--- src/design/pnh_pkg.sv ---
`default_nettype none
package pnh_pkg;

  localparam int BYTE_W   = 8;
  localparam int HASH_W   = 32;
  localparam int IDX_W    = 10;
  localparam int STATUS_W = 2;

  // hash * 33 is (hash << 5) + hash
  localparam int HASH_SHIFT = 5;

  localparam logic [BYTE_W-1:0] CH_NUL   = 8'h00;
  localparam logic [BYTE_W-1:0] CH_SLASH = 8'h2F;
  localparam logic [BYTE_W-1:0] CH_DOT   = 8'h2E;

  localparam logic CMD_BYTE = 1'b0;
  localparam logic CMD_READ = 1'b1;

  localparam logic KIND_SUMMARY = 1'b0;
  localparam logic KIND_READ    = 1'b1;

  localparam logic [STATUS_W-1:0] ST_OK      = 2'd0;
  localparam logic [STATUS_W-1:0] ST_INVALID = 2'd1;
  localparam logic [STATUS_W-1:0] ST_TOOLONG = 2'd2;

  typedef struct packed {
    logic                kind;
    logic [STATUS_W-1:0] status;
    logic [IDX_W-1:0]    length;
    logic [HASH_W-1:0]   path_hash;
    logic [BYTE_W-1:0]   read_byte;
  } res_t;

endpackage
`default_nettype wire

--- src/design/pnh_if.sv ---
`default_nettype none


interface pnh_out_if;
  logic                          valid;
  logic                          ready;
  logic                          kind;
  logic [pnh_pkg::STATUS_W-1:0]  status;
  logic [pnh_pkg::IDX_W-1:0]     length;
  logic [pnh_pkg::HASH_W-1:0]    path_hash;
  logic [pnh_pkg::BYTE_W-1:0]    read_byte;

  modport source (output valid, kind, status, length, path_hash, read_byte,
                  input ready);
  modport sink   (input valid, kind, status, length, path_hash, read_byte,
                  output ready);
endinterface
`default_nettype wire

--- src/design/pnh_outbuf.sv ---
`default_nettype none
module pnh_outbuf (
  input  wire logic           clk,
  input  wire logic           rst,
  input  wire logic           push_valid,
  input  wire pnh_pkg::res_t  push_data,
  output logic                push_space,
  pnh_out_if.source           result
);

  logic          valid;
  pnh_pkg::res_t data;

  assign push_space = !valid || result.ready;

  always_ff @(posedge clk) begin
    if (push_valid && push_space) begin
      data <= push_data;
    end
    if (rst) begin
      valid <= 1'b0;
    end else if (push_space) begin
      valid <= push_valid;
    end
  end

  assign result.valid     = valid;
  assign result.kind      = data.kind;
  assign result.status    = data.status;
  assign result.length    = data.length;
  assign result.path_hash = data.path_hash;
  assign result.read_byte = data.read_byte;

endmodule
`default_nettype wire

--- src/flat_wrapper.sv ---
// flat-port wrapper written by rule: the top's interface ports become plain ports
module pnh_outbuf_flat 
  (clk, rst, push_valid, push_data, push_space, result_valid, result_kind, result_status, result_length, result_path_hash, result_read_byte, result_ready);
  pnh_out_if result_i ();
  input  wire logic clk;
  input  wire logic rst;
  input  wire logic push_valid;
  input  wire pnh_pkg::res_t push_data;
  output logic push_space;
  output wire logic [$bits(result_i.valid)-1:0] result_valid;
  output wire logic [$bits(result_i.kind)-1:0] result_kind;
  output wire logic [$bits(result_i.status)-1:0] result_status;
  output wire logic [$bits(result_i.length)-1:0] result_length;
  output wire logic [$bits(result_i.path_hash)-1:0] result_path_hash;
  output wire logic [$bits(result_i.read_byte)-1:0] result_read_byte;
  input wire logic [$bits(result_i.ready)-1:0] result_ready;
  assign result_valid = result_i.valid;
  assign result_kind = result_i.kind;
  assign result_status = result_i.status;
  assign result_length = result_i.length;
  assign result_path_hash = result_i.path_hash;
  assign result_read_byte = result_i.read_byte;
  assign result_i.ready = result_ready;
  pnh_outbuf u_core (.clk(clk), .rst(rst), .push_valid(push_valid), .push_data(push_data), .push_space(push_space), .result(result_i));
endmodule
--- config.mk ---
export PLATFORM = sky130hd
export DESIGN_NAME = pnh_outbuf_flat
export DESIGN_NICKNAME = d
export VERILOG_FILES = /design/src/design/pnh_pkg.sv /design/src/design/pnh_if.sv /design/src/design/pnh_outbuf.sv /design/src/flat_wrapper.sv
export SDC_FILE = /design/constraint.sdc
export NUM_CORES = 1
export LEC_CHECK = 0
export BUFFER_PORTS_ARGS = -buffer_cell sky130_fd_sc_hd__buf_2
export CORE_MARGIN = 3
export CORE_UTILIZATION = 40
export CTS_BUF_LIST = sky130_fd_sc_hd__clkbuf_16
export DETAILED_ROUTE_END_ITERATION = 12
export GPL_TIMING_DRIVEN = 0
export HOLD_SLACK_MARGIN = 0.08
export PLACE_DENSITY_LB_ADDON = 0.12
export SETUP_SLACK_MARGIN = 0.4
export SLEW_MARGIN = 15
export SYNTH_ARGS = -nofsm -noshare
export SYNTH_HDL_FRONTEND = slang
export SYNTH_SLANG_ARGS = --single-unit
--- constraint.sdc ---
create_clock -name clk -period 1.65 [get_ports clk]
set_input_delay 0.33 -clock clk [delete_from_list [all_inputs] [get_ports clk]]
set_output_delay 0.33 -clock clk [all_outputs]
set_load 0.05 [all_outputs]
==> run summary <==
- 301 — number of filler cells placed in the layout
- 70.2 microns — die width
- 778 uW — net load switching power
- 0.256 — Switching Share
- 350 ps — slowest stage delay, CP
- 13.8 microns — average wire per standard cell
- 115 — syn nets
- 0.000878 V — maximum resistive drop on vdd
- u_core.result.valid$_SDFFE_PP0P_ — sink of the worst hold path
- 47.0% — area grow syn2layout
- u_core.result.length[7]$_DFFE_PP_ — reg2reg end
- 2.26 mW — Int Pwr
- 0.740 — share of the clock period used by the worst path after layout
- 5.10 mm — global-route wire length before repair
- 348 ps — slew at the pin closest to its max-slew limit
- 3830 sq um — placeable core region
- 1220 ps — post-layout min period
- 0 — post-detailed-route DRC marker count
- 1 — Crit path buffers/inverters
- 5 — number of CTS-inserted buffers
- 0.151 — logic gate share of total power
- 3.13 mm — post-detailed-routing wire length
- 0 ps — setup TNS
- 0.235 — global-route met2 utilization
- 0.685 — fraction of final layout cells sized beyond drive strength 1
- 2 — highest fanout seen on the critical path
- clkbuf_16 — clock tree root driver cell
- 0 — count of maximum capacitance violations
- 111 — port buffer count
- buf_2 — sequence of cells on the critical path
- 54 — total clock sinks
- 2.12 ps — Fin Clk Skew
- 1650 sq um — Netlist Area Pre-Place
- 0.135 — all-layer global routing usage
- 0 — Final Hold Viols
- 0 — count of warnings emitted by yosys
- flip-flops — critical path's top delay family
- 0 — post-route ant nets
- 1026 — number of global-route vias before repair
- 500 ps — register-to-register setup slack
- 1320 ps — CP Data Required Time
- 2 — Clock Tree Buf Depth
- 0.430 — starting density of the core
- 57 — First DRT Iteration DRCs
- 2 — Register-to-Register Path Depth
- 28 — largest net degree at the start of global routing
- 0 — diode count
- u_core.result.valid$_SDFFE_PP0P_ — startpoint of the worst register-to-register path
- 60 ps — clock slew at the register clock pins of the worst setup and hold paths
- 234 — fin nets
- 0.979 — portion of the post-synthesis area used by sequential elements
- dfxtp_4 — slowest stage cell on the critical path
- 2420 sq um — Layout Cell Area excl Fill
- no — RSZ-0062 raised after global routing
- 0.316 — Clock power frac
- 4.34 — via density per instance
- 0 — Finish-stage setup viols
- 0.683 — placer congestion estimate
- 1620 sq um — flip-flop and latch area
- 981 — vias after detailed routing
- 54 — count of state elements after synthesis
- 22 — number of core rows
- 1250 nW/um^2 — total power divided by cell area
- 40.0 sq um — area used by multi-input combinational logic
- 280 ps — worst skew pair latency
- 2270 sq um — standard cell area after detailed placement
- rst — startpoint of the tightest hold check path
- buf_2 — most common cell after layout, fill and taps aside
- 58 — number of instances in the synthesized netlist
- 4 — Pre-antenna DRT Iters
- 0 — number of antenna violations at the first check in global routing
- 0 — Final Slew Violations
- in -> reg — worst hold-check path type
- 0 — leftover overflow at the end of global routing
- 70.2 microns — Die Span Y
- 818 MHz — highest clock frequency the design can meet
- reg -> out — critical path type
- 2 — H-tree depth
- 4920 sq um — total die area
- 112 — boundary pin count
- 28.4 sq um — Post-Synthesis Mean Instance Area
- 0 — hold buffer count at CTS
- 2 — Hold Crit Depth
- completed — run status
- output port — category of the worst setup path capture point
- 0.143 — met1 Usage GRT
- 0.0763 — GR Util met3
- u_core.result.valid$_SDFFE_PP0P_ — CP startpoint
- 1.06 nW — Static Leak
- 6 — Yosys cell types
- 0.534 — portion of total power attributed to sequential cells
- 890 ps — data arrival time of the worst path
- 0.768 — remaining max-slew budget at the tightest pin
- yes — clock tree from TritonCTS
- register — crit start category
- buf_2 (109), edfxtp_1 (53), clkbuf_16 (5) — commonest cells after routing, fill and taps aside
- met2 — Top Usage Layer GRT
[what timing repair did]
action                     in CTS  in global routing
buffers inserted                0                  0
resized for setup               3                  2
pin swaps                       1                  0
cloned                          1                  0
setup endpoints to repair      54                  1
[flip-flops by register name (all words and copies together), names as in the netlist]
name                     flops
u_core.result.kind           1
u_core.result.read_byte      8
u_core.result.path_hash     32
u_core.result.status         2
u_core.result.length        10
u_core.result.valid          1
[metrics by stage]
stage	instances	total power, mW	worst slack, ps	util	hold slack [ps]
3_5_place_dp	217	2.11	130	0.592	487
3_3_place_gp	217	2.10	183	0.592	480
6_report	226	3.03	428	0.633	198
2_1_floorplan	58	1.96	183	-	383
4_1_cts	226	3.06	418	0.632	192
5_1_grt	226	3.15	401	0.633	197
[Yosys cell counts]
| cell type | count | area (sq um) |
|---|---|---|
| a21oi_2 | 1 | 8.76 |
| and2_4 | 1 | 8.76 |
| inv_1 | 1 | 3.75 |
| nand2b_4 | 1 | 13.8 |
| dfxtp_1 | 1 | 20.0 |
| edfxtp_1 | 53 | 1590 |
[power by group through the flow]
| stage | combinational [mW] | clock (mW) | sequential (mW) |
|---|---|---|---|
| 3_5_place_dp | 0.456 | 0 | 1.65 |
| 2_1_floorplan | 0.0341 | 0 | 1.93 |
| 6_report | 0.457 | 0.957 | 1.62 |
| 5_1_grt | 0.478 | 1.04 | 1.63 |
| 4_1_cts | 0.462 | 0.978 | 1.62 |
| 3_3_place_gp | 0.449 | 0 | 1.65 |
[worst max path at each step]
stage / end / slack, ps / cells past startpoint
global route: result_valid / 400 / 1
global placement: u_core.result.path_hash[20]$_DFFE_PP_ / 180 / 3
finish: result_valid / 430 / 1
CTS: result_path_hash[26] / 420 / 1
floorplan: u_core.result.kind$_DFFE_PP_ / 180 / 2
detailed placement: u_core.result.length[5]$_DFFE_PP_ / 130 / 3
[logic make-up (layout without fill, tap and decap cells)]
group / after synthesis / count (layout) / synth area share
flops: 54 / 54 / 0.979
buf+inv: 1 / 120 / 0.00228
simple gates: 2 / 3 / 0.0137
compound gates: 1 / 1 / 0.00532
[area by class of cell]
cell class / count / share of cell area
Sequential cell: 54 / 0.667
Timing Repair Buffer: 111 / 0.233
Clock buffer: 5 / 0.0517
Tap cell: 48 / 0.0248
Multi-Input combinational cell: 4 / 0.0165
Clock inverter: 3 / 0.00517
Inverter: 1 / 0.00155
[routing by layer]
metal | wire (microns) | share of wire | up-vias
li1 | - | - | 469
met1 | 1100 | 0.35 | 448
met2 | 1650 | 0.53 | 62
met3 | 370 | 0.12 | 2
met4 | 16 | 0.0051 | 0
met5 | 0 | 0 | -
(Power assumes the default switching activity.)
