`config.mk`:
```
export PLATFORM = sky130hd
export DESIGN_NAME = pnh_seq_flat
export DESIGN_NICKNAME = d
export VERILOG_FILES = /design/src/design/pnh_pkg.sv /design/src/design/pnh_if.sv /design/src/design/pnh_seq.sv /design/src/flat_wrapper.sv
export SDC_FILE = /design/constraint.sdc
export NUM_CORES = 1
export LEC_CHECK = 0
export BUFFER_PORTS_ARGS = -buffer_cell sky130_fd_sc_hd__buf_4
export CORE_MARGIN = 2
export CORE_UTILIZATION = 49
export CTS_BUF_LIST = sky130_fd_sc_hd__clkbuf_2
export DETAILED_ROUTE_END_ITERATION = 12
export PLACE_DENSITY = 0.73
export SYNTH_ARGS = -nofsm -noshare
export SYNTH_HDL_FRONTEND = slang
export SYNTH_SLANG_ARGS = --single-unit
```
`constraint.sdc`:
```
create_clock -name clk -period 12.5 [get_ports clk]
set_input_delay 2.5 -clock clk [delete_from_list [all_inputs] [get_ports clk]]
set_output_delay 2.5 -clock clk [all_outputs]
set_load 0.005 [all_outputs]
```
`src/design/pnh_pkg.sv`:
```
`default_nettype none
package pnh_pkg;

  localparam int BYTE_W   = 8;
  localparam int HASH_W   = 32;
  localparam int IDX_W    = 10;
  localparam int STATUS_W = 2;

  // hash * 33 is (hash << 5) + hash
  localparam int HASH_SHIFT = 5;

  localparam logic [BYTE_W-1:0] CH_NUL   = 8'h00;
  localparam logic [BYTE_W-1:0] CH_SLASH = 8'h2F;
  localparam logic [BYTE_W-1:0] CH_DOT   = 8'h2E;

  localparam logic CMD_BYTE = 1'b0;
  localparam logic CMD_READ = 1'b1;

  localparam logic KIND_SUMMARY = 1'b0;
  localparam logic KIND_READ    = 1'b1;

  localparam logic [STATUS_W-1:0] ST_OK      = 2'd0;
  localparam logic [STATUS_W-1:0] ST_INVALID = 2'd1;
  localparam logic [STATUS_W-1:0] ST_TOOLONG = 2'd2;

  typedef struct packed {
    logic                kind;
    logic [STATUS_W-1:0] status;
    logic [IDX_W-1:0]    length;
    logic [HASH_W-1:0]   path_hash;
    logic [BYTE_W-1:0]   read_byte;
  } res_t;

endpackage
`default_nettype wire

```
`src/design/pnh_if.sv`:
```
`default_nettype none
interface pnh_in_if;
  logic                        valid;
  logic                        ready;
  logic                        command;
  logic [pnh_pkg::BYTE_W-1:0]  path_byte;
  logic                        last;
  logic [pnh_pkg::HASH_W-1:0]  dir_seed;
  logic [pnh_pkg::IDX_W-1:0]   read_index;

  modport source (output valid, command, path_byte, last, dir_seed, read_index,
                  input ready);
  modport sink   (input valid, command, path_byte, last, dir_seed, read_index,
                  output ready);
endinterface

`default_nettype wire

```
`src/design/pnh_seq.sv`:
```
`default_nettype none
module pnh_seq #(
  parameter int PATH_BYTES = 1024,
  parameter int NAME_BYTES = 255,
  localparam int AW = $clog2(PATH_BYTES),
  localparam int LW = $clog2(PATH_BYTES + 1),
  localparam int CW = $clog2(NAME_BYTES + 1)
) (
  input  wire logic                       clk,
  input  wire logic                       rst,
  pnh_in_if.sink                          feed,
  output logic                            put_we,
  output logic [AW-1:0]                   put_addr,
  output logic [pnh_pkg::BYTE_W-1:0]      put_val,
  output logic [pnh_pkg::HASH_W-1:0]      put_hash,
  output logic [AW-1:0]                   path_raddr,
  input  wire logic [pnh_pkg::BYTE_W-1:0] path_rdata,
  output logic [AW-1:0]                   hash_raddr,
  input  wire logic [pnh_pkg::HASH_W-1:0] hash_rdata,
  output logic                            push_valid,
  output pnh_pkg::res_t                   push_data,
  input  wire logic                       push_space
);

  localparam int CMPW = (LW > pnh_pkg::IDX_W) ? LW : pnh_pkg::IDX_W;

  typedef enum logic [2:0] {
    S_IDLE, S_PROC, S_BACK, S_HWAIT, S_RWAIT, S_FIN, S_EMIT
  } state_t;

  state_t                       state, state_next;
  logic                         cmd_q, cmd_q_next;
  logic [pnh_pkg::BYTE_W-1:0]   byte_q, byte_q_next;
  logic                         last_q, last_q_next;
  logic [pnh_pkg::IDX_W-1:0]    ridx_q, ridx_q_next;
  logic [pnh_pkg::HASH_W-1:0]   seed, seed_next;
  logic [pnh_pkg::HASH_W-1:0]   cur_hash, cur_hash_next;
  logic [LW-1:0]                len, len_next;
  logic [CW-1:0]                comp, comp_next;
  logic                         dot0, dot0_next;
  logic                         dot1, dot1_next;
  logic [pnh_pkg::STATUS_W-1:0] err, err_next;
  logic                         stopped, stopped_next;
  logic                         at_start, at_start_next;
  logic [AW-1:0]                scan, scan_next;
  pnh_pkg::res_t                res, res_next;
  logic [pnh_pkg::STATUS_W-1:0] fin_err;
  logic                         in_range;
  state_t                       after;

  assign feed.ready = (state == S_IDLE);
  assign put_addr   = len[AW-1:0];
  assign put_hash   = (cur_hash << pnh_pkg::HASH_SHIFT) + cur_hash
                      + pnh_pkg::HASH_W'(put_val);
  assign push_data  = res;
  assign after      = last_q ? S_FIN : S_IDLE;
  assign in_range   = CMPW'(ridx_q) < CMPW'(len);
  assign fin_err    = (err == pnh_pkg::ST_OK && len >= LW'(PATH_BYTES))
                      ? pnh_pkg::ST_TOOLONG : err;

  always_comb begin
    state_next    = state;
    cmd_q_next    = cmd_q;
    byte_q_next   = byte_q;
    last_q_next   = last_q;
    ridx_q_next   = ridx_q;
    seed_next     = seed;
    cur_hash_next = cur_hash;
    len_next      = len;
    comp_next     = comp;
    dot0_next     = dot0;
    dot1_next     = dot1;
    err_next      = err;
    stopped_next  = stopped;
    at_start_next = at_start;
    scan_next     = scan;
    res_next      = res;
    put_we        = 1'b0;
    put_val       = pnh_pkg::CH_NUL;
    path_raddr    = '0;
    hash_raddr    = '0;
    push_valid    = 1'b0;

    case (state)
      S_IDLE: begin
        if (feed.valid) begin
          cmd_q_next  = feed.command;
          byte_q_next = feed.path_byte;
          last_q_next = feed.last;
          ridx_q_next = feed.read_index;
          if (feed.command == pnh_pkg::CMD_BYTE && at_start) begin
            seed_next     = feed.dir_seed;
            cur_hash_next = feed.dir_seed;
            len_next      = '0;
            comp_next     = '0;
            err_next      = pnh_pkg::ST_OK;
            stopped_next  = 1'b0;
            at_start_next = 1'b0;
          end
          state_next = S_PROC;
        end
      end

      S_PROC: begin
        if (cmd_q == pnh_pkg::CMD_READ) begin
          path_raddr = AW'(ridx_q);
          state_next = S_RWAIT;
        end else begin
          state_next = after;
          if (!stopped && err == pnh_pkg::ST_OK) begin
            if (byte_q == pnh_pkg::CH_NUL) begin
              stopped_next = 1'b1;
            end else if (byte_q == pnh_pkg::CH_SLASH) begin
              comp_next = '0;
              if (comp != '0) begin
                if (comp == CW'(2) && dot0 && dot1) begin
                  if (len < LW'(3)) begin
                    err_next = pnh_pkg::ST_INVALID;
                  end else if (len == LW'(3)) begin
                    len_next      = '0;
                    cur_hash_next = seed;
                  end else begin
                    scan_next  = AW'(len - LW'(3));
                    path_raddr = AW'(len - LW'(4));
                    state_next = S_BACK;
                  end
                end else if (comp == CW'(1) && dot0) begin
                  len_next = len - LW'(1);
                  if (len == LW'(1)) begin
                    cur_hash_next = seed;
                  end else begin
                    hash_raddr = AW'(len - LW'(2));
                    state_next = S_HWAIT;
                  end
                end else if (len >= LW'(PATH_BYTES)) begin
                  err_next = pnh_pkg::ST_TOOLONG;
                end else begin
                  put_we        = 1'b1;
                  put_val       = pnh_pkg::CH_SLASH;
                  len_next      = len + LW'(1);
                  cur_hash_next = put_hash;
                end
              end
            end else begin
              if (comp >= CW'(NAME_BYTES) || len >= LW'(PATH_BYTES)) begin
                err_next = pnh_pkg::ST_TOOLONG;
              end else begin
                put_we        = 1'b1;
                put_val       = byte_q;
                len_next      = len + LW'(1);
                cur_hash_next = put_hash;
                comp_next     = comp + CW'(1);
                if (comp == '0) begin
                  dot0_next = (byte_q == pnh_pkg::CH_DOT);
                end
                if (comp == CW'(1)) begin
                  dot1_next = (byte_q == pnh_pkg::CH_DOT);
                end
              end
            end
          end
        end
      end

      S_BACK: begin
        // path_rdata holds the byte at scan - 1
        if (path_rdata == pnh_pkg::CH_SLASH) begin
          len_next   = LW'(scan);
          hash_raddr = scan - AW'(1);
          state_next = S_HWAIT;
        end else if (scan == AW'(1)) begin
          len_next      = '0;
          cur_hash_next = seed;
          state_next    = after;
        end else begin
          scan_next  = scan - AW'(1);
          path_raddr = scan - AW'(2);
        end
      end

      S_HWAIT: begin
        cur_hash_next = hash_rdata;
        state_next    = after;
      end

      S_RWAIT: begin
        res_next.kind      = pnh_pkg::KIND_READ;
        res_next.status    = pnh_pkg::ST_OK;
        res_next.length    = '0;
        res_next.path_hash = '0;
        res_next.read_byte = in_range ? path_rdata : pnh_pkg::CH_NUL;
        state_next         = S_EMIT;
      end

      S_FIN: begin
        err_next           = fin_err;
        res_next.kind      = pnh_pkg::KIND_SUMMARY;
        res_next.status    = fin_err;
        res_next.length    = (fin_err == pnh_pkg::ST_OK) ? pnh_pkg::IDX_W'(len) : '0;
        res_next.path_hash = (fin_err == pnh_pkg::ST_OK) ? cur_hash : '0;
        res_next.read_byte = '0;
        at_start_next      = 1'b1;
        state_next         = S_EMIT;
      end

      S_EMIT: begin
        push_valid = 1'b1;
        if (push_space) begin
          state_next = S_IDLE;
        end
      end

      default: begin
        state_next = S_IDLE;
      end
    endcase
  end

  always_ff @(posedge clk) begin
    cmd_q  <= cmd_q_next;
    byte_q <= byte_q_next;
    last_q <= last_q_next;
    ridx_q <= ridx_q_next;
    scan   <= scan_next;
    res    <= res_next;
    if (rst) begin
      state    <= S_IDLE;
      seed     <= '0;
      cur_hash <= '0;
      len      <= '0;
      comp     <= '0;
      dot0     <= 1'b0;
      dot1     <= 1'b0;
      err      <= pnh_pkg::ST_OK;
      stopped  <= 1'b0;
      at_start <= 1'b1;
    end else begin
      state    <= state_next;
      seed     <= seed_next;
      cur_hash <= cur_hash_next;
      len      <= len_next;
      comp     <= comp_next;
      dot0     <= dot0_next;
      dot1     <= dot1_next;
      err      <= err_next;
      stopped  <= stopped_next;
      at_start <= at_start_next;
    end
  end

endmodule
`default_nettype wire

```
`src/flat_wrapper.sv`:
```
// flat-port wrapper written by rule: the top's interface ports become plain ports
module pnh_seq_flat 
#(
  parameter int PATH_BYTES = 1024,
  parameter int NAME_BYTES = 255,
  localparam int AW = $clog2(PATH_BYTES),
  localparam int LW = $clog2(PATH_BYTES + 1),
  localparam int CW = $clog2(NAME_BYTES + 1)
)
  (clk, rst, put_we, put_addr, put_val, put_hash, path_raddr, path_rdata, hash_raddr, hash_rdata, push_valid, push_data, push_space, feed_valid, feed_command, feed_path_byte, feed_last, feed_dir_seed, feed_read_index, feed_ready);
  pnh_in_if feed_i ();
  input  wire logic clk;
  input  wire logic rst;
  output logic put_we;
  output logic [AW-1:0] put_addr;
  output logic [pnh_pkg::BYTE_W-1:0] put_val;
  output logic [pnh_pkg::HASH_W-1:0] put_hash;
  output logic [AW-1:0] path_raddr;
  input  wire logic [pnh_pkg::BYTE_W-1:0] path_rdata;
  output logic [AW-1:0] hash_raddr;
  input  wire logic [pnh_pkg::HASH_W-1:0] hash_rdata;
  output logic push_valid;
  output pnh_pkg::res_t push_data;
  input  wire logic push_space;
  input wire logic [$bits(feed_i.valid)-1:0] feed_valid;
  input wire logic [$bits(feed_i.command)-1:0] feed_command;
  input wire logic [$bits(feed_i.path_byte)-1:0] feed_path_byte;
  input wire logic [$bits(feed_i.last)-1:0] feed_last;
  input wire logic [$bits(feed_i.dir_seed)-1:0] feed_dir_seed;
  input wire logic [$bits(feed_i.read_index)-1:0] feed_read_index;
  output wire logic [$bits(feed_i.ready)-1:0] feed_ready;
  assign feed_i.valid = feed_valid;
  assign feed_i.command = feed_command;
  assign feed_i.path_byte = feed_path_byte;
  assign feed_i.last = feed_last;
  assign feed_i.dir_seed = feed_dir_seed;
  assign feed_i.read_index = feed_read_index;
  assign feed_ready = feed_i.ready;
  pnh_seq #(.PATH_BYTES(PATH_BYTES), .NAME_BYTES(NAME_BYTES)) u_core (.clk(clk), .rst(rst), .feed(feed_i), .put_we(put_we), .put_addr(put_addr), .put_val(put_val), .put_hash(put_hash), .path_raddr(path_raddr), .path_rdata(path_rdata), .hash_raddr(hash_raddr), .hash_rdata(hash_rdata), .push_valid(push_valid), .push_data(push_data), .push_space(push_space));
endmodule
```
==> results.toml, run 1 <==
[grt]
grt_pass1_wl_um = 59600
gr-total-overflow = 0
grt_util_all_layers_pct = 29.2
grt_max_degree = 64
antenna_found_initial = 2
grt_pass1_vias = 10700

[critical_path]
crit_buf_inv = 2
rr_worst_depth = 17
path_class = "in2out"
cp_cell_sequence = "buf_4, and4_1, nand4_1, nor2_1, a211o_1, nor3_4, and3_1, fa_1, ha_1, a21o_1, a221oi_1, o221ai_1, a41oi_1, o221ai_1, a21o_1, xor2_1, buf_4"
cp.arrival_ns = 7.70
cpPeakStageDelay_ns = 0.70
critPathSlowestCell = "nor2_1"
critPathMaxFanout = 13
crit_family = "compound AO/OA/AOI/OAI gates"
start_kind = "input pin"
endpoint_kind = "output pin"
crit_cells = 17
critical_path_required_ns = 10.00

[job]
drv_cap = 0

[sta]
grt_setup_unrepaired = "false"
fin_hold_ws_ns = 0.471
relSlewSlack_pct = 17.9
setup_violations = 0
fin_crit_ns = 10.20
clock_skew_ns = 0.0691
hold_viol = 0
drv_slew = 0
fmax_mhz = 98.1
setup_tns_ns = 0
fin_crit_sh_pct = 81.6
tightest_slew_ns = 1.23

[floorplanning]
num_rows = 57
io_pins = 222
initial_core_util_pct = 49.6
dieArea_um2 = 25700
coreArea_um2 = 24200
die_w_um = 160
die_h_um = 160

[pwr]
power_w = 0.00297
swShare_pct = 47.7
p_clk_share_pct = 10.7
combPwrFrac_pct = 59.2
pwr_density_cell_nw_per_um2 = 212
p_leak_nw = 5.87
ir_drop_mv = 0.160
p_switching_w = 0.00142
intPower_w = 0.00156
p_seq_share_pct = 30.0

[synth]
synth.area.mux_share_pct = 1.86
async_reset_ff_share_pct = 0
ys_seq_area_share_pct = 36.1
synth_area_per_cell_um2 = 8.77
ys_seq_elements = 175
yosysWarnings = 0
synth_top_family_by_area = "compound AO/OA/AOI/OAI gates"
synth-xor-area-share_pct = 5.70
synthSimpleGateAreaFrac_pct = 20.0
syn_area_um2 = 12000
synth_nets = 1553
synth_cell_types = 84
synth_fa_ha_area_share_pct = 9.54
synth_compound_area_share_pct = 21.9
ys.flop_type = "dfxtp_1"
syn_inst = 1368
synth_edf_count = 83

[status]
status = "complete, no violations"

[placement]
io_buffer_count = 221
dp_hpwl_um = 27800
place_congestion = 0.934

[routing]
first_iter_violations = 1191
wire_per_inst_um = 20.4
vias = 11400
drc = 0
dr.pass1.iters = 5
ant_nets = 0
totalWireLength_um = 38100
avgViaCountPerCell = 6.10

[clocking]
cts_hold_buf = 0
cts_made_buffers = 17
cts_tree = "yes"
clk_pin_slew_worst_paths_ns = 0.34
clkLatencyLatePin_ns = 0.82
cts.path.max_buffers = 2
post_cts_resized = 0
post_cts_buffers = 0
cts_max_level = 4
clock_sinks = 175
cts_root_buf = "clkbuf_2"

[layout]
nets = 1715
layout-drive-gt1-share_pct = 19.8
syn2layout_area_growth_pct = 16.9
layout_common_cells = "buf_4, nand2_1, a21oi_1"
mostFrequentLayoutCell = "buf_4"

[hold_path]
hold_depth = 2
hp-class = "reg2reg"
routing by layer:
| metal | vias up | GRT usage, % | wire length, um |
|---|---|---|---|
| li1 | 5337 | - | - |
| met1 | 5398 | 42.3 | 17000 |
| met2 | 618 | 44.2 | 16700 |
| met3 | 56 | 5.99 | 3610 |
| met4 | 0 | 7.99 | 774 |
| met5 | - | 0 | 0 |
metrics by stage:
step                utilization (%)  cells  setup slack [ns]  cell area [um^2]
finish                         58.0   1869              2.30             14000
global route                   58.0   1869              2.15             14000
CTS                            58.0   1867              2.45             14000
detailed placement             57.0   1835              2.47             13800
global placement               57.0   1835              2.62             13800
floorplan                         -   1368              3.56             12000
state kept, by name (all words and copies together) (netlist names):
register          flops
u_core.seed          32
u_core.last_q         1
u_core.dot0           1
u_core.byte_q         8
u_core.len           11
u_core.state          3
u_core.stopped        1
u_core.at_start       1
u_core.cmd_q          1
u_core.ridx_q        10
u_core.push_data     53
u_core.scan          10
u_core.err            2
u_core.dot1           1
u_core.cur_hash      32
u_core.comp           8
worst min-delay path: cells and delay by family, from the launching register on:
kind / cells / cell delay [ns]
compound gates: 1 / 0.05
simple gates: 1 / 0.05
flops: 1 / 0.39
worst paths after layout:
kind	slack, ns	startpoint	endpoint
max	2.30	path_rdata[3]	put_hash[29]
min	0.47	u_core.seed[9]	u_core.seed[9]
max reg2reg	6.16	u_core.state[0]	u_core.cur_hash[25]
min reg2reg	0.47	u_core.seed[9]	u_core.seed[9]
power by group through the flow:
| stage | Combinational (W) | Sequential, W | Clock [W] |
|---|---|---|---|
| CTS | 0.00174 | 0.000889 | 0.000320 |
| floorplan | 0.00116 | 0.000849 | 0 |
| finish | 0.00176 | 0.000893 | 0.000319 |
| detailed placement | 0.00173 | 0.000903 | 0 |
| global route | 0.00193 | 0.000908 | 0.000340 |
| global placement | 0.00172 | 0.000899 | 0 |
cells in the mapped netlist (26+ instances only):
cell | count | area, um^2
edfxtp_1 | 83 | 2490
xnor2_1 | 54 | 473
nand2_1 | 180 | 676
o21ai_0 | 57 | 285
ha_1 | 85 | 1060
dfxtp_1 | 92 | 1840
nor3_1 | 30 | 150
a22oi_1 | 27 | 203
inv_1 | 40 | 150
a211oi_1 | 26 | 195
and2_1 | 54 | 338
nor2_1 | 79 | 297
clkbuf_1 | 65 | 244
a21oi_1 | 117 | 586
cell families (layout without fill, tap and decap cells):
group,after synthesis,in the layout
buffers and inverters,136,311
muxes,22,22
other,0,2
and+or+nand+nor,475,475
xor gates and xnor gates,78,78
adders and majority gates,89,89
AOI/OAI and AO/OA,393,393
DFF,175,175
cell type report:
cell class                 instances  area, um^2
sequential                       175        4330
clock buffer                      17        85.1
tap                              324         405
timing repair buffer             239        1790
multi-input combinational       1057        7100
antenna                            2        5.00
fill                            2159       10200
clock inverter                    15         150
inverter                          40         150
No activity file was read; power rests on OpenSTA's default activity.
==> run 2, diff against run 1 <==
--- a/config.mk
+++ b/config.mk
@@ -10,7 +10,7 @@
 export CORE_UTILIZATION = 49
 export CTS_BUF_LIST = sky130_fd_sc_hd__clkbuf_2
 export DETAILED_ROUTE_END_ITERATION = 12
-export PLACE_DENSITY = 0.73
+export PLACE_DENSITY = 0.76
 export SYNTH_ARGS = -nofsm -noshare
 export SYNTH_HDL_FRONTEND = slang
 export SYNTH_SLANG_ARGS = --single-unit
==> constraint.sdc (replaced) <==
create_clock -name clk -period 8.8 [get_ports clk]
set_input_delay 1.76 -clock clk [delete_from_list [all_inputs] [get_ports clk]]
set_output_delay 1.76 -clock clk [all_outputs]
set_load 0.005 [all_outputs]
==> results.toml, run 2 (synthesis results as in run 1) <==
[routing]
ant_nets = 0
vias = 11600
totalWireLength_um = 38800
dr.pass1.iters = 8
wire_per_inst_um = 20.7
avgViaCountPerCell = 6.20
drc = 0
first_iter_violations = 1420

[clocking]
cts_max_level = 4
clk_pin_slew_worst_paths_ns = 0.33
post_cts_buffers = 0
cts_made_buffers = 17
cts_tree = "yes"
clock_sinks = 175
cts.path.max_buffers = 2
cts_root_buf = "clkbuf_2"
clkLatencyLatePin_ns = 0.80

[pwr]
p_leak_nw = 5.92
pwr_density_cell_nw_per_um2 = 305
power_w = 0.00430
p_switching_w = 0.00206
ir_drop_mv = 0.221
swShare_pct = 48.0
p_clk_share_pct = 11.3
p_seq_share_pct = 29.5
intPower_w = 0.00224
combPwrFrac_pct = 59.2

[layout]
fill_cells = 2200
syn2layout_area_growth_pct = 17.5
largest_reg_flops = 53
layout_common_cells = "buf_4, nand2_1, a21oi_1"
final_util_pct = 58.3
nets = 1718
multiInputGateArea_um2 = 7100
mostFrequentLayoutCell = "buf_4"
layout-drive-gt1-share_pct = 20.0
regArea_um2 = 4330

[grt]
grt_pass1_wl_um = 60300
grt_max_degree = 87
grt_pass1_vias = 11000
grt_util_all_layers_pct = 29.6
gr-total-overflow = 0
antenna_found_initial = 1

[floorplanning]
die_w_um = 160
io_pins = 222
num_rows = 57
die_h_um = 160
initial_core_util_pct = 49.6
coreArea_um2 = 24200
dieArea_um2 = 25700

[sta]
relSlewSlack_pct = 14.0
hold_viol = 0
fin_crit_sh_pct = 96.9
drv_slew = 0
fmax_mhz = 117
grt_setup_unrepaired = "false"
clock_skew_ns = 0.0550
fin_crit_ns = 8.53
tightest_slew_ns = 1.29
setup_violations = 0
setup_tns_ns = 0

[critical_path]
start_kind = "flop"
r2r-end = "u_core.cur_hash[25]"
critical_path_required_ns = 7.04
crit_family = "compound AO/OA/AOI/OAI gates"
crit_cells = 20
cp.arrival_ns = 6.77
crit_buf_inv = 3
critPathSlowestCell = "dfxtp_1"
crit_path_frequent_cell = "ha_1"
endpoint_kind = "output pin"
r2r_slack_ns = 2.71
reg2reg_from = "u_core.len[2]"
critPathMaxFanout = 16
path_class = "reg2out"
cpPeakStageDelay_ns = 0.66
critPathLaunch = "u_core.len[2]"
rr_worst_depth = 20
cp_cell_sequence = "inv_1, ha_1, nand2_1, nand4_1, a2111oi_0, nand2b_1, nor3_4, buf_4, and3_1, ha_1, ha_1, fa_1, a21o_1, a221oi_2, o221ai_1, a41oi_1, o221ai_1, a21o_1, xor2_1, buf_4"

[placement]
io_buffer_count = 221
dp_hpwl_um = 28400
place_congestion = 0.965

[hold_path]
min-delay-start = "u_core.seed[8]"
hp-class = "reg2reg"
hold_depth = 2
min_to = "u_core.seed[8]"

[status]
status = "complete, no violations"

[job]
drv_cap = 0
-- run 2: cell count changes in the layout (fill, tap and decap cells not counted) --
cell and delta:
clkinvlp_4 -4, a221oi_1 -1, inv_2 -1, clkinv_4 +1, diode_2 -1, buf_4 +3, clkinv_8 +4, a221oi_2 +1
inv_8 +1, inv_4 -1
-- run 2: power by group through the flow --
| stage | clock, W | sequential, W | combinational, W |
|---|---|---|---|
| after CTS | 0.000493 | 0.00126 | 0.00251 |
| after global routing | 0.000520 | 0.00128 | 0.00277 |
| after detailed placement | 0 | 0.00128 | 0.00249 |
| after floorplan | 0 | 0.00121 | 0.00165 |
| after global placement | 0 | 0.00128 | 0.00245 |
| final | 0.000485 | 0.00127 | 0.00255 |
-- run 2: metrics by stage --
| step | hold WS (ns) | area, um^2 | worst slack (ns) | instances |
|---|---|---|---|---|
| floorplan | 0.427 | 12000 | 1.34 | 1368 |
| global placement | 0.439 | 13800 | 0.644 | 1838 |
| detailed placement | 0.446 | 13800 | 0.387 | 1838 |
| CTS | 0.472 | 14100 | 0.130 | 1870 |
| global route | 0.494 | 14100 | 0.00231 | 1871 |
| finish | 0.474 | 14100 | 0.269 | 1871 |
-- run 2: timing repair --
item | in CTS | in global routing
setup endpoints to repair | 0 | 4
hold buffers | 0 | 0
resized for setup | 0 | 1
-- run 2: layout make-up --
class                      instances  area share [%]
inverter                          40            1.07
tap                              324            2.88
clock buffer                      17           0.604
sequential                       175            30.8
antenna                            1          0.0178
timing repair buffer             242            12.9
clock inverter                    15            1.39
multi-input combinational       1057            50.4
-- run 2: layer usage --
layer  GRT usage [%]  vias to the layer above  wire, um
li1                -                     5355         -
met2            45.9                      628     17500
met5               0                        -         0
met3            5.14                       74      3650
met4            10.6                        0       996
met1            41.7                     5541     16700
-- run 2: worst register-to-register path: cells and delay by family (launching register included) --
family | cells | cell delay (ns)
adder cells (fa/ha/maj) | 4 | 1.13
buffers and inverters | 2 | 0.48
AO/OA/AOI/OAI | 7 | 2.39
flip-flops | 1 | 0.66
XOR/XNOR | 1 | 0.23
AND/OR/NAND/NOR | 6 | 1.09
-- run 2: worst max-delay path by stage --
stage	to	slack, ns
2_1_floorplan	put_hash[29]	1.34
3_3_place_gp	put_hash[29]	0.64
3_5_place_dp	put_hash[29]	0.39
4_1_cts	put_hash[29]	0.13
5_1_grt	put_hash[29]	0.002
6_report	put_hash[29]	0.27
==> run 3, diff against run 2 <==
--- a/config.mk
+++ b/config.mk
@@ -6,7 +6,6 @@
 export NUM_CORES = 1
 export LEC_CHECK = 0
 export BUFFER_PORTS_ARGS = -buffer_cell sky130_fd_sc_hd__buf_4
-export CORE_MARGIN = 2
 export CORE_UTILIZATION = 49
 export CTS_BUF_LIST = sky130_fd_sc_hd__clkbuf_2
 export DETAILED_ROUTE_END_ITERATION = 12
==> results.toml, run 3 (synthesis results as in run 1) <==
[layout]
syn2layout_area_growth_pct = 17.3
regArea_um2 = 4340
nets = 1718
fill_cells = 2106
multiInputGateArea_um2 = 7100
mostFrequentLayoutCell = "buf_4"
layout-drive-gt1-share_pct = 20.0
final_cells = 1868
final_area_um2 = 14100
layout_common_cells = "buf_4, nand2_1, a21oi_1"
largest_reg_flops = 53

[grt]
antenna_found_initial = 1
grt_max_degree = 87
grt_util_all_layers_pct = 31.0
top_usage_layer = "met2"
grt_pass1_vias = 10700
grtUsageMet1_pct = 42.7
use_met3_pct = 7.40
grt_pass1_wl_um = 58900
gr-usage-met2_pct = 47.3
gr-total-overflow = 0

[clocking]
clkLatencyLatePin_ns = 0.85
clk_pin_slew_worst_paths_ns = 0.32
cts.path.max_buffers = 2
cts_max_level = 4
cts_root_buf = "clkbuf_2"
cts_tree = "yes"
cts_made_buffers = 17
clock_sinks = 175
cts_hold_buf = 0

[placement]
io_buffer_count = 221
pre_cts_slack_ns = 0.608
dp_hpwl_um = 28200
place_congestion = 0.951
placed_area_um2 = 13800
dp.cells = 1833

[pwr]
p_switching_w = 0.00205
p_seq_share_pct = 30.0
combPwrFrac_pct = 58.8
swShare_pct = 47.7
pwr_density_cell_nw_per_um2 = 306
intPower_w = 0.00225
p_leak_nw = 5.91
p_clk_share_pct = 11.2
ir_drop_mv = 0.174

[sta]
setup_violations = 0
fin_hold_ws_ns = 0.479
hold_viol = 0
fin_crit_sh_pct = 95.2
drv_slew = 0
grt_setup_unrepaired = "false"
tightest_slew_ns = 1.15
relSlewSlack_pct = 23.5
fmax_mhz = 119
fin_crit_ns = 8.38
setup_tns_ns = 0
clock_skew_ns = 0.0585
layout_setup_ws_ns = 0.422

[floorplanning]
dieArea_um2 = 25100
die_w_um = 158
num_rows = 56
coreArea_um2 = 23800
die_h_um = 158
io_pins = 222
initial_core_util_pct = 50.5

[status]
status = "complete, no violations"

[critical_path]
path_class = "reg2out"
critPathMaxFanout = 13
cp.arrival_ns = 6.62
endpoint_kind = "output pin"
critical_path_required_ns = 7.04
start_kind = "flop"

[job]
drv_cap = 0

[routing]
wire_per_inst_um = 20.7
dr.pass1.iters = 5
avgViaCountPerCell = 6.16
totalWireLength_um = 38700
first_iter_violations = 1273
ant_nets = 0
drc = 0
vias = 11500

[hold_path]
hp-class = "reg2reg"
[run 3: cell types whose count changed in the layout (fill, tap and decap cells not counted), moves of 2 or more]
cell	before	now
clkinv_8	4	0
inv_6	3	6
clkinv_2	0	2
diode_2	1	3
inv_8	5	3
[run 3: final timing paths]
kind | slack [ns] | depth (start not counted) | from | endpoint
worst max-delay path | 0.42 | 17 | u_core.byte_q[7] | put_hash[29]
worst min-delay path | 0.48 | 2 | u_core.seed[31] | u_core.seed[31]
worst max register to register | 2.89 | 17 | u_core.byte_q[7] | u_core.cur_hash[25]
worst min register to register | 0.48 | 2 | u_core.seed[31] | u_core.seed[31]
[run 3: area by class of cell]
cell class | instances | share of cell area, %
inverters | 40 | 1.07
clock buffers | 17 | 0.605
multi-input cells | 1057 | 50.5
diodes | 3 | 0.0534
well taps | 319 | 2.84
flip-flops and latches | 175 | 30.8
clock inverters | 15 | 1.23
repair buffers | 242 | 12.9
[run 3: routing by layer]
layer | wire length, um | vias up
li1 | - | 5363
met1 | 16600 | 5432
met2 | 17100 | 628
met3 | 3910 | 92
met4 | 950 | 0
met5 | 0 | -
[run 3: critical path: stages, from the launching register on]
cell      delay (ns)
edfxtp_1        0.54
nor4b_4         0.48
a21oi_1         0.32
a221oi_2        0.35
nand2b_1        0.22
nor3_4          0.52
and3_1          0.27
ha_1            0.25
ha_1            0.23
fa_1            0.42
a21o_1          0.20
a221oi_1        0.51
o221ai_1        0.32
a41oi_1         0.39
o221ai_1        0.25
a21o_1          0.22
xor2_1          0.17
buf_4           0.14
[run 3: power by group through the flow]
stage	sequential, W	clock (W)	combinational (W)
floorplan	0.00121	0	0.00165
global route	0.00131	0.000513	0.00276
detailed placement	0.00130	0	0.00247
global placement	0.00130	0	0.00242
finish	0.00129	0.000479	0.00253
CTS	0.00128	0.000485	0.00249
[run 3: metrics by stage]
stage               power [W]  util (%)
floorplan             0.00286         -
global placement      0.00372      58.1
detailed placement    0.00377      58.1
CTS                   0.00425      59.2
global route          0.00458      59.2
finish                0.00430      59.2
[run 3: timing repair]
action	4_1_cts	5_1_grt
resized for setup	0	1
setup endpoints to repair	0	1
buffers inserted	0	0
